--- src/assert_macros.svh ---
// Assertion macros used by the binary_max_heap RTL
`ifndef ASSERT_MACROS_SVH
`define ASSERT_MACROS_SVH

// same-cycle implication under reset
`define ASSERT_IMP(label, clk, rst_n, ante, cons) \
    label: assert property (@(posedge clk) disable iff (!rst_n) (ante) |-> (cons)) \
        else $error("assertion failed");

// next-cycle implication under reset
`define ASSERT_NEXT(label, clk, rst_n, ante, cons) \
    label: assert property (@(posedge clk) disable iff (!rst_n) (ante) |=> (cons)) \
        else $error("assertion failed");

`endif

--- src/bmh_pkg.sv ---
// Package: codes, field widths and types for the max-heap priority queue
package bmh_pkg;

    localparam int KEY_FIELD_W   = 32;
    localparam int COUNT_FIELD_W = 7;
    localparam int OUT_DATA_W    = 48;

    typedef logic [1:0] status_t;

    localparam status_t ST_DONE  = 2'd0;
    localparam status_t ST_FULL  = 2'd1;
    localparam status_t ST_EMPTY = 2'd2;

    localparam logic OP_INSERT = 1'b0;
    localparam logic OP_REMOVE = 1'b1;

endpackage

--- src/bmh_ram.sv ---
// Generic single-write, single-read RAM with registered read data
module bmh_ram #(
    parameter int WIDTH = 32,
    parameter int DEPTH = 64
) (
    input  logic                     clk,
    input  logic                     we,
    input  logic [$clog2(DEPTH)-1:0] waddr,
    input  logic [WIDTH-1:0]         wdata,
    input  logic [$clog2(DEPTH)-1:0] raddr,
    output logic [WIDTH-1:0]         rdata
);

    logic [WIDTH-1:0] mem [DEPTH];
    logic [WIDTH-1:0] rdata_reg;

    always_ff @(posedge clk)
    begin
        if (we)
        begin
            mem[waddr] <= wdata;
        end
        rdata_reg <= mem[raddr];
    end

    assign rdata = rdata_reg;

endmodule

--- src/bmh_cmp.sv ---
// Shared key comparator: strict greater-than, signed or unsigned
module bmh_cmp #(
    parameter int W = 32
) (
    input  logic [W-1:0] a,
    input  logic [W-1:0] b,
    input  logic         is_signed,
    output logic         gt
);

    logic [W-1:0] a_biased;
    logic [W-1:0] b_biased;
    logic [W-1:0] sign_mask;

    assign sign_mask = {is_signed, {(W-1){1'b0}}};
    assign a_biased  = a ^ sign_mask;
    assign b_biased  = b ^ sign_mask;
    assign gt        = a_biased > b_biased;

endmodule

--- src/binary_max_heap.sv ---
// Top level: max-heap priority queue with a sequencer over one RAM and one comparator
//
//  channel | direction | beat contents
//  --------+-----------+---------------------------------------------------------
//  s_*     | in        | tuser: operation; tdata: key
//  m_*     | out       | tdata: removed_key, status, entry_count, is_empty, is_full
//  cfg_*   | in        | cfg_data: key_signed
//
//  s_tready stays low from accept until the result is issued, so items go one at a time;
//  insert climbs from the new leaf, reading and comparing the parent at each level and
//  moving it down while the key is greater; remove reads the root, reads and loads the last
//  entry, then per level reads and compares the children and moves; refused items finish.
//  Reset clears count, compare mode and control; the RAM needs no clearing pass.
//  A result that cannot leave holds its item in the finish state.
`include "assert_macros.svh"

module binary_max_heap #(
    parameter int CAPACITY  = 64,
    parameter int KEY_WIDTH = 32
) (
    input  logic                               clk,
    input  logic                               rst_n,
    input  logic                               s_tvalid,
    output logic                               s_tready,
    input  logic [bmh_pkg::KEY_FIELD_W-1:0]    s_tdata,   // [31:0] key
    input  logic                               s_tuser,   // [0] operation
    output logic                               m_tvalid,
    input  logic                               m_tready,
    // [31:0] removed_key, [33:32] status, [40:34] entry_count,
    // [41] is_empty, [42] is_full, [47:43] zero
    output logic [bmh_pkg::OUT_DATA_W-1:0]     m_tdata,
    input  logic                               cfg_valid,
    output logic                               cfg_ready,
    input  logic                               cfg_data   // [0] key_signed
);

    import bmh_pkg::*;

    localparam int AW = $clog2(CAPACITY);
    localparam int CW = $clog2(CAPACITY + 1);
    localparam int IW = AW + 2;
    localparam logic [CW-1:0] CAP_CNT = CW'(CAPACITY);

    localparam logic [3:0] S_IDLE   = 4'd0;
    localparam logic [3:0] S_U_RD   = 4'd1;
    localparam logic [3:0] S_U_CMP  = 4'd2;
    localparam logic [3:0] S_R_ROOT = 4'd3;
    localparam logic [3:0] S_R_LAST = 4'd4;
    localparam logic [3:0] S_R_LOAD = 4'd5;
    localparam logic [3:0] S_D_RDL  = 4'd6;
    localparam logic [3:0] S_D_CMPL = 4'd7;
    localparam logic [3:0] S_D_CMPR = 4'd8;
    localparam logic [3:0] S_D_MOVE = 4'd9;
    localparam logic [3:0] S_FINISH = 4'd10;

    logic [3:0]           state_reg, state_next;
    logic [CW-1:0]        count_reg, count_next;
    logic                 key_signed_reg, key_signed_next;
    logic                 m_tvalid_reg, m_tvalid_next;
    logic [OUT_DATA_W-1:0] m_tdata_reg, m_tdata_next;
    logic [AW-1:0]        pos_reg, pos_next;
    logic [KEY_WIDTH-1:0] cur_reg, cur_next;
    logic [KEY_WIDTH-1:0] best_val_reg, best_val_next;
    logic [AW-1:0]        best_idx_reg, best_idx_next;
    logic [KEY_WIDTH-1:0] removed_reg, removed_next;
    status_t              status_reg, status_next;

    logic                 ram_we;
    logic [AW-1:0]        ram_waddr;
    logic [KEY_WIDTH-1:0] ram_wdata;
    logic [AW-1:0]        ram_raddr;
    logic [KEY_WIDTH-1:0] ram_rdata;

    logic [KEY_WIDTH-1:0] cmp_a;
    logic [KEY_WIDTH-1:0] cmp_b;
    logic                 cmp_gt;

    logic [KEY_WIDTH+KEY_FIELD_W-1:0]    key_wide;
    logic [KEY_WIDTH-1:0]                key_in;
    logic [KEY_WIDTH+KEY_FIELD_W-1:0]    removed_wide;
    logic [CW+COUNT_FIELD_W-1:0]         count_wide;
    logic [IW-1:0]                       left_idx;
    logic [IW-1:0]                       right_idx;
    logic [IW-1:0]                       count_ext;
    logic [AW-1:0]                       pos_m1;
    logic [AW-1:0]                       parent_idx;
    logic [CW-1:0]                       count_m1;
    logic                                s_accept;
    logic                                out_free;
    logic                                out_refused;
    logic                                full_insert;

    assign key_wide     = {{KEY_WIDTH{1'b0}}, s_tdata};
    assign key_in       = key_wide[KEY_WIDTH-1:0];
    assign removed_wide = {{KEY_FIELD_W{1'b0}}, removed_reg};
    assign count_wide   = {{COUNT_FIELD_W{1'b0}}, count_reg};

    assign left_idx   = {1'b0, pos_reg, 1'b1};
    assign right_idx  = left_idx + IW'(1);
    assign count_ext  = {{(IW-CW){1'b0}}, count_reg};
    assign pos_m1     = pos_reg - AW'(1);
    assign parent_idx = pos_m1 >> 1;
    assign count_m1   = count_reg - CW'(1);

    assign s_tready  = (state_reg == S_IDLE);
    assign s_accept  = s_tvalid && s_tready;
    assign out_free  = !m_tvalid_reg || m_tready;
    assign cfg_ready = 1'b1;
    assign m_tvalid  = m_tvalid_reg;
    assign m_tdata   = m_tdata_reg;

    assign out_refused = m_tvalid_reg && (m_tdata_reg[33:32] != ST_DONE);
    assign full_insert = s_accept && (s_tuser == OP_INSERT) && (count_reg == CAP_CNT);

    assign cmp_a = (state_reg == S_U_CMP) ? cur_reg : ram_rdata;
    assign cmp_b = (state_reg == S_U_CMP) ? ram_rdata : best_val_reg;

    bmh_cmp #(
        .W(KEY_WIDTH)
    ) u_cmp (
        .a         (cmp_a),
        .b         (cmp_b),
        .is_signed (key_signed_reg),
        .gt        (cmp_gt)
    );

    bmh_ram #(
        .WIDTH(KEY_WIDTH),
        .DEPTH(CAPACITY)
    ) u_ram (
        .clk   (clk),
        .we    (ram_we),
        .waddr (ram_waddr),
        .wdata (ram_wdata),
        .raddr (ram_raddr),
        .rdata (ram_rdata)
    );

    always_comb
    begin
        state_next      = state_reg;
        count_next      = count_reg;
        key_signed_next = cfg_valid ? cfg_data : key_signed_reg;
        m_tvalid_next   = m_tvalid_reg && !m_tready;
        m_tdata_next    = m_tdata_reg;
        pos_next        = pos_reg;
        cur_next        = cur_reg;
        best_val_next   = best_val_reg;
        best_idx_next   = best_idx_reg;
        removed_next    = removed_reg;
        status_next     = status_reg;
        ram_we          = 1'b0;
        ram_waddr       = pos_reg;
        ram_wdata       = cur_reg;
        ram_raddr       = '0;

        unique case (state_reg)
            S_IDLE:
            begin
                if (s_accept)
                begin
                    removed_next = '0;
                    status_next  = ST_DONE;
                    if (s_tuser == OP_INSERT)
                    begin
                        if (count_reg == CAP_CNT)
                        begin
                            status_next = ST_FULL;
                            state_next  = S_FINISH;
                        end
                        else
                        begin
                            cur_next   = key_in;
                            pos_next   = count_reg[AW-1:0];
                            count_next = count_reg + CW'(1);
                            state_next = S_U_RD;
                        end
                    end
                    else if (count_reg == '0)
                    begin
                        status_next = ST_EMPTY;
                        state_next  = S_FINISH;
                    end
                    else
                    begin
                        state_next = S_R_ROOT;
                    end
                end
            end
            S_U_RD:
            begin
                if (pos_reg == '0)
                begin
                    ram_we     = 1'b1;
                    state_next = S_FINISH;
                end
                else
                begin
                    ram_raddr  = parent_idx;
                    state_next = S_U_CMP;
                end
            end
            S_U_CMP:
            begin
                ram_we = 1'b1;
                if (cmp_gt)
                begin
                    ram_wdata  = ram_rdata;
                    pos_next   = parent_idx;
                    state_next = S_U_RD;
                end
                else
                begin
                    state_next = S_FINISH;
                end
            end
            S_R_ROOT:
            begin
                ram_raddr  = '0;
                state_next = S_R_LAST;
            end
            S_R_LAST:
            begin
                removed_next = ram_rdata;
                ram_raddr    = count_m1[AW-1:0];
                state_next   = S_R_LOAD;
            end
            S_R_LOAD:
            begin
                cur_next   = ram_rdata;
                count_next = count_m1;
                pos_next   = '0;
                state_next = S_D_RDL;
            end
            S_D_RDL:
            begin
                if (left_idx < count_ext)
                begin
                    ram_raddr     = left_idx[AW-1:0];
                    best_val_next = cur_reg;
                    best_idx_next = pos_reg;
                    state_next    = S_D_CMPL;
                end
                else
                begin
                    ram_we     = 1'b1;
                    state_next = S_FINISH;
                end
            end
            S_D_CMPL:
            begin
                if (cmp_gt)
                begin
                    best_val_next = ram_rdata;
                    best_idx_next = left_idx[AW-1:0];
                end
                if (right_idx < count_ext)
                begin
                    ram_raddr  = right_idx[AW-1:0];
                    state_next = S_D_CMPR;
                end
                else
                begin
                    state_next = S_D_MOVE;
                end
            end
            S_D_CMPR:
            begin
                if (cmp_gt)
                begin
                    best_val_next = ram_rdata;
                    best_idx_next = right_idx[AW-1:0];
                end
                state_next = S_D_MOVE;
            end
            S_D_MOVE:
            begin
                ram_we = 1'b1;
                if (best_idx_reg == pos_reg)
                begin
                    state_next = S_FINISH;
                end
                else
                begin
                    ram_wdata  = best_val_reg;
                    pos_next   = best_idx_reg;
                    state_next = S_D_RDL;
                end
            end
            S_FINISH:
            begin
                if (out_free)
                begin
                    m_tvalid_next = 1'b1;
                    m_tdata_next  = {5'd0,
                                     count_reg == CAP_CNT,
                                     count_reg == '0,
                                     count_wide[COUNT_FIELD_W-1:0],
                                     status_reg,
                                     removed_wide[KEY_FIELD_W-1:0]};
                    state_next    = S_IDLE;
                end
            end
            default:
            begin
                state_next = S_IDLE;
            end
        endcase
    end

    always_ff @(posedge clk or negedge rst_n)
    begin
        if (!rst_n)
        begin
            state_reg      <= S_IDLE;
            count_reg      <= '0;
            key_signed_reg <= 1'b0;
            m_tvalid_reg   <= 1'b0;
        end
        else
        begin
            state_reg      <= state_next;
            count_reg      <= count_next;
            key_signed_reg <= key_signed_next;
            m_tvalid_reg   <= m_tvalid_next;
        end
    end

    always_ff @(posedge clk)
    begin
        m_tdata_reg  <= m_tdata_next;
        pos_reg      <= pos_next;
        cur_reg      <= cur_next;
        best_val_reg <= best_val_next;
        best_idx_reg <= best_idx_next;
        removed_reg  <= removed_next;
        status_reg   <= status_next;
    end

    `ASSERT_IMP(a_count_bound, clk, rst_n, 1'b1, count_reg <= CAP_CNT)
    `ASSERT_IMP(a_write_busy, clk, rst_n, ram_we, state_reg != S_IDLE && state_reg != S_FINISH)
    `ASSERT_IMP(a_refused_zero, clk, rst_n, out_refused, m_tdata_reg[31:0] == '0)
    `ASSERT_NEXT(a_full_refuse, clk, rst_n, full_insert, count_reg == CAP_CNT && state_reg == S_FINISH)

endmodule
--- config.mk ---
export PLATFORM = sky130hd
export DESIGN_NAME = binary_max_heap
export DESIGN_NICKNAME = d
export VERILOG_FILES = /design/src/bmh_pkg.sv /design/src/bmh_ram.sv /design/src/bmh_cmp.sv /design/src/binary_max_heap.sv
export VERILOG_INCLUDE_DIRS = /design/src /design/src/src
export SDC_FILE = /design/constraint.sdc
export NUM_CORES = 2
export LEC_CHECK = 0
export BUFFER_PORTS_ARGS = -buffer_cell sky130_fd_sc_hd__buf_2
export CORE_MARGIN = 8
export CORE_UTILIZATION = 50
export CTS_CLUSTER_SIZE = 28
export DETAILED_ROUTE_END_ITERATION = 7
export PLACE_DENSITY_LB_ADDON = 0.1
export SLEW_MARGIN = 20
export SYNTH_ARGS = -nofsm -noshare
export SYNTH_HDL_FRONTEND = slang
export SYNTH_SLANG_ARGS = --single-unit
--- constraint.sdc ---
create_clock -name clk -period 10.8 [get_ports clk]
set_clock_uncertainty 0.05 [all_clocks]
set_input_delay 1.62 -clock clk [delete_from_list [all_inputs] [get_ports clk]]
set_output_delay 1.62 -clock clk [all_outputs]
set_load 0.05 [all_outputs]
==> flow_summary.json <==
{
  "fin_util_pct": 57.0,
  "timing.final.hold_violations": 0,
  "drc_errors": 0,
  "synth_area_leaders": "edfxtp_1 (75%), mux4_2 (11%), nand2_1 (2.9%)",
  "ys_warn_count": 0,
  "p_leak_nw": 32.1,
  "root_buffer": "clkbuf_16",
  "num-nets-final": 4968,
  "die_x_um": 435,
  "cts_setup_buffers": 0,
  "avgSynthCellArea_um2": 18.7,
  "grt_usage_pct": 25.9,
  "die_h_um": 435,
  "rsz0062_at_grt": "false",
  "cp_max_fo": 78,
  "ys_top_cells_by_count": "edfxtp_1 (2201), nand2_1 (670), mux4_2 (415), a21oi_1 (181), a22oi_1 (133)",
  "ant_nets": 0,
  "ys_ff_latch": 2246,
  "core_area_um2": 174000,
  "ios": 90,
  "syn_inst": 4684,
  "grt_pass1_vias": 45935,
  "drive_gt1_share_pct": 22.7,
  "tns_ps": 0,
  "layout.cells.non_filler": 7425,
  "rows": 153,
  "setup_violations": 0,
  "io_buffers": 83,
  "multi_input_area_um2": 20300,
  "ys_seq_area_share_pct": 76.4,
  "cts_hold_buf": 0,
  "post-route-min-period_ps": 6830,
  "synth_compound_area_share_pct": 5.08,
  "end_kind": "register",
  "h-tree-depth": 4,
  "drtPass1Iterations": 5,
  "wl_per_cell_um": 33.8,
  "cts.sinks": 2246,
  "grt_max_degree": 123,
  "cts.clk_slew.worst_paths_ps": 60,
  "grt-ovfl-total": 0,
  "synth_fa_ha_area_share_pct": 0.699,
  "synthXorXnorAreaFrac_pct": 0.259,
  "synth_area_leader_cell": "edfxtp_1",
  "syn_to_final_growth_pct": 13.1,
  "fmax_mhz": 146,
  "place_hpwl_um": 134000,
  "synth_cell_types": 63,
  "critPathRequiredTime_ps": 11470,
  "dp.cells": 6978,
  "viasPerCell": 6.39,
  "ff_latch_area_um2": 67100,
  "period_share_pct": 63.3,
  "hp-class": "reg2reg",
  "antenna_found_initial": 13,
  "synth_top_family_by_area": "multiplexers",
  "ir_drop_v": 0.000231,
  "cap_viol_max_count": 0,
  "cts_max_path_buffers": 3,
  "start_kind": "register",
  "routed_wl_um": 251000,
  "largest_reg_flops": 2048,
  "ys.flop_type": "edfxtp_1",
  "status": "complete, no violations",
  "die_area_um2": 189000,
  "grt_pass1_wl_um": 353000,
  "cts_buffers": 224,
  "synthArstFlopShare_pct": 0.579,
  "netlist_area_um2": 87800,
  "vias": 47467,
  "synth_edf_count": 2201,
  "gp_congestion": 0.835,
  "worst_pin_slew_ps": 1230,
  "cts_tree": "built",
  "initial_utilization_pct": 50.4,
  "post-synth-top-count-cell": "edfxtp_1",
  "max_slew_margin_pct": 17.7,
  "clock_latency_ps": 860,
  "slew_violations": 0,
  "crit_type": "reg2reg",
  "drt-initial-drc-count": 6464,
  "muxShareOfSynthArea_pct": 11.4,
  "cp.arrival_ps": 7510,
  "yosys.area.top_type_share_pct": 75.3,
  "cts_resized": 0,
  "n_fill_cell": 13216,
  "synthSimpleGateAreaFrac_pct": 4.63,
  "power_density_nw_per_um2": 287
}
power by group:
part | switching (mW) | internal [mW] | leakage (nW) | total (mW)
sequential | 0.501 | 11.4 | 20.3 | 11.9
combinational | 5.94 | 2.99 | 8.30 | 8.93
clock | 3.31 | 4.34 | 3.54 | 7.65
per-stage QoR:
step	total power [mW]	instance area [um^2]	setup slack, ps	hold slack, ps
final	28.5	99300	3970	368
after global routing	29.5	99300	3660	375
after CTS	28.6	99200	4010	369
after detailed placement	21.0	91900	4020	355
after global placement	20.9	91900	3870	351
after floorplan	17.4	87800	5880	350
cell type report:
type / instances / area share, %
Sequential cell: 2246 / 67.5
Multi-Input combinational cell: 2156 / 20.4
Clock buffer: 294 / 6.07
Tap cell: 2325 / 2.93
Timing Repair Buffer: 235 / 1.68
Clock inverter: 125 / 1.23
Antenna cell: 27 / 0.0680
Inverter: 17 / 0.0643
cells by family (layout without fill, tap and decap cells):
family,count (synthesis),count (layout)
AOI/OAI and AO/OA,639,639
xor gates and xnor gates,26,26
adders and majority gates,49,49
buffers and inverters,286,671
DFF,2246,2246
muxes,481,481
other,2,33
and+or+nand+nor,955,955
final timing paths:
check	start	end	slack, ps	depth (start not counted)
max in group asynchronous	rst_n	m_tvalid$_DFF_PN0_	9810	1
worst min register to register	removed_reg[18]$_SDFFCE_PN0P_	m_tdata[18]$_DFFE_PP_	370	0
min in group asynchronous	rst_n	count_reg[1]$_DFFE_PN0P_	630	1
worst max register to register	pos_reg[1]$_DFFE_PP_	u_ram.rdata[23]$_DFF_P_	3970	15
worst min-delay path	removed_reg[18]$_SDFFCE_PN0P_	m_tdata[18]$_DFFE_PP_	370	0
worst max-delay path	pos_reg[1]$_DFFE_PP_	u_ram.rdata[23]$_DFF_P_	3970	15
cell usage in the layout (no fill, tap or decap), types with 27 or more instances in the layout:
| cell | instances |
|---|---|
| mux4_2 | 415 |
| buf_2 | 83 |
| mux2_2 | 33 |
| a22oi_1 | 133 |
| nand4_1 | 33 |
| nor2_4 | 66 |
| ha_1 | 49 |
| diode_2 | 27 |
| clkinv_1 | 36 |
| buf_4 | 142 |
| edfxtp_1 | 2201 |
| mux2i_1 | 33 |
| a22o_1 | 78 |
| clkbuf_1 | 54 |
| nand2_1 | 669 |
| a32o_1 | 32 |
| clkinv_2 | 44 |
| o21ai_0 | 66 |
| a21oi_1 | 180 |
| dfxtp_1 | 32 |
| and3_1 | 36 |
| o2111ai_1 | 33 |
| clkbuf_16 | 224 |
| nor2_1 | 37 |
critical path, cell delays in order, from the launching register on:
cell and delay (ps):
edfxtp_1 740, ha_1 370, and3_1 230, xor2_1 340, ha_1 330, a21o_1 170
nand2_1 100, nand3_1 180, o32ai_1 580, a211o_4 840, buf_12 450, buf_4 480
mux4_2 380, a22oi_1 220, o2111ai_1 490, or4_1 670
per-layer routing:
| layer | track usage, % | vias to the layer above | share of wire [%] |
|---|---|---|---|
| met3 | 4.26 | 362 | 8.7 |
| met1 | 37.8 | 25373 | 41 |
| met2 | 40.2 | 2337 | 47 |
| met4 | 8.62 | 0 | 3.3 |
| met5 | 0 | - | 0 |
| li1 | - | 19395 | - |
Power figures use the tool's default switching activity.
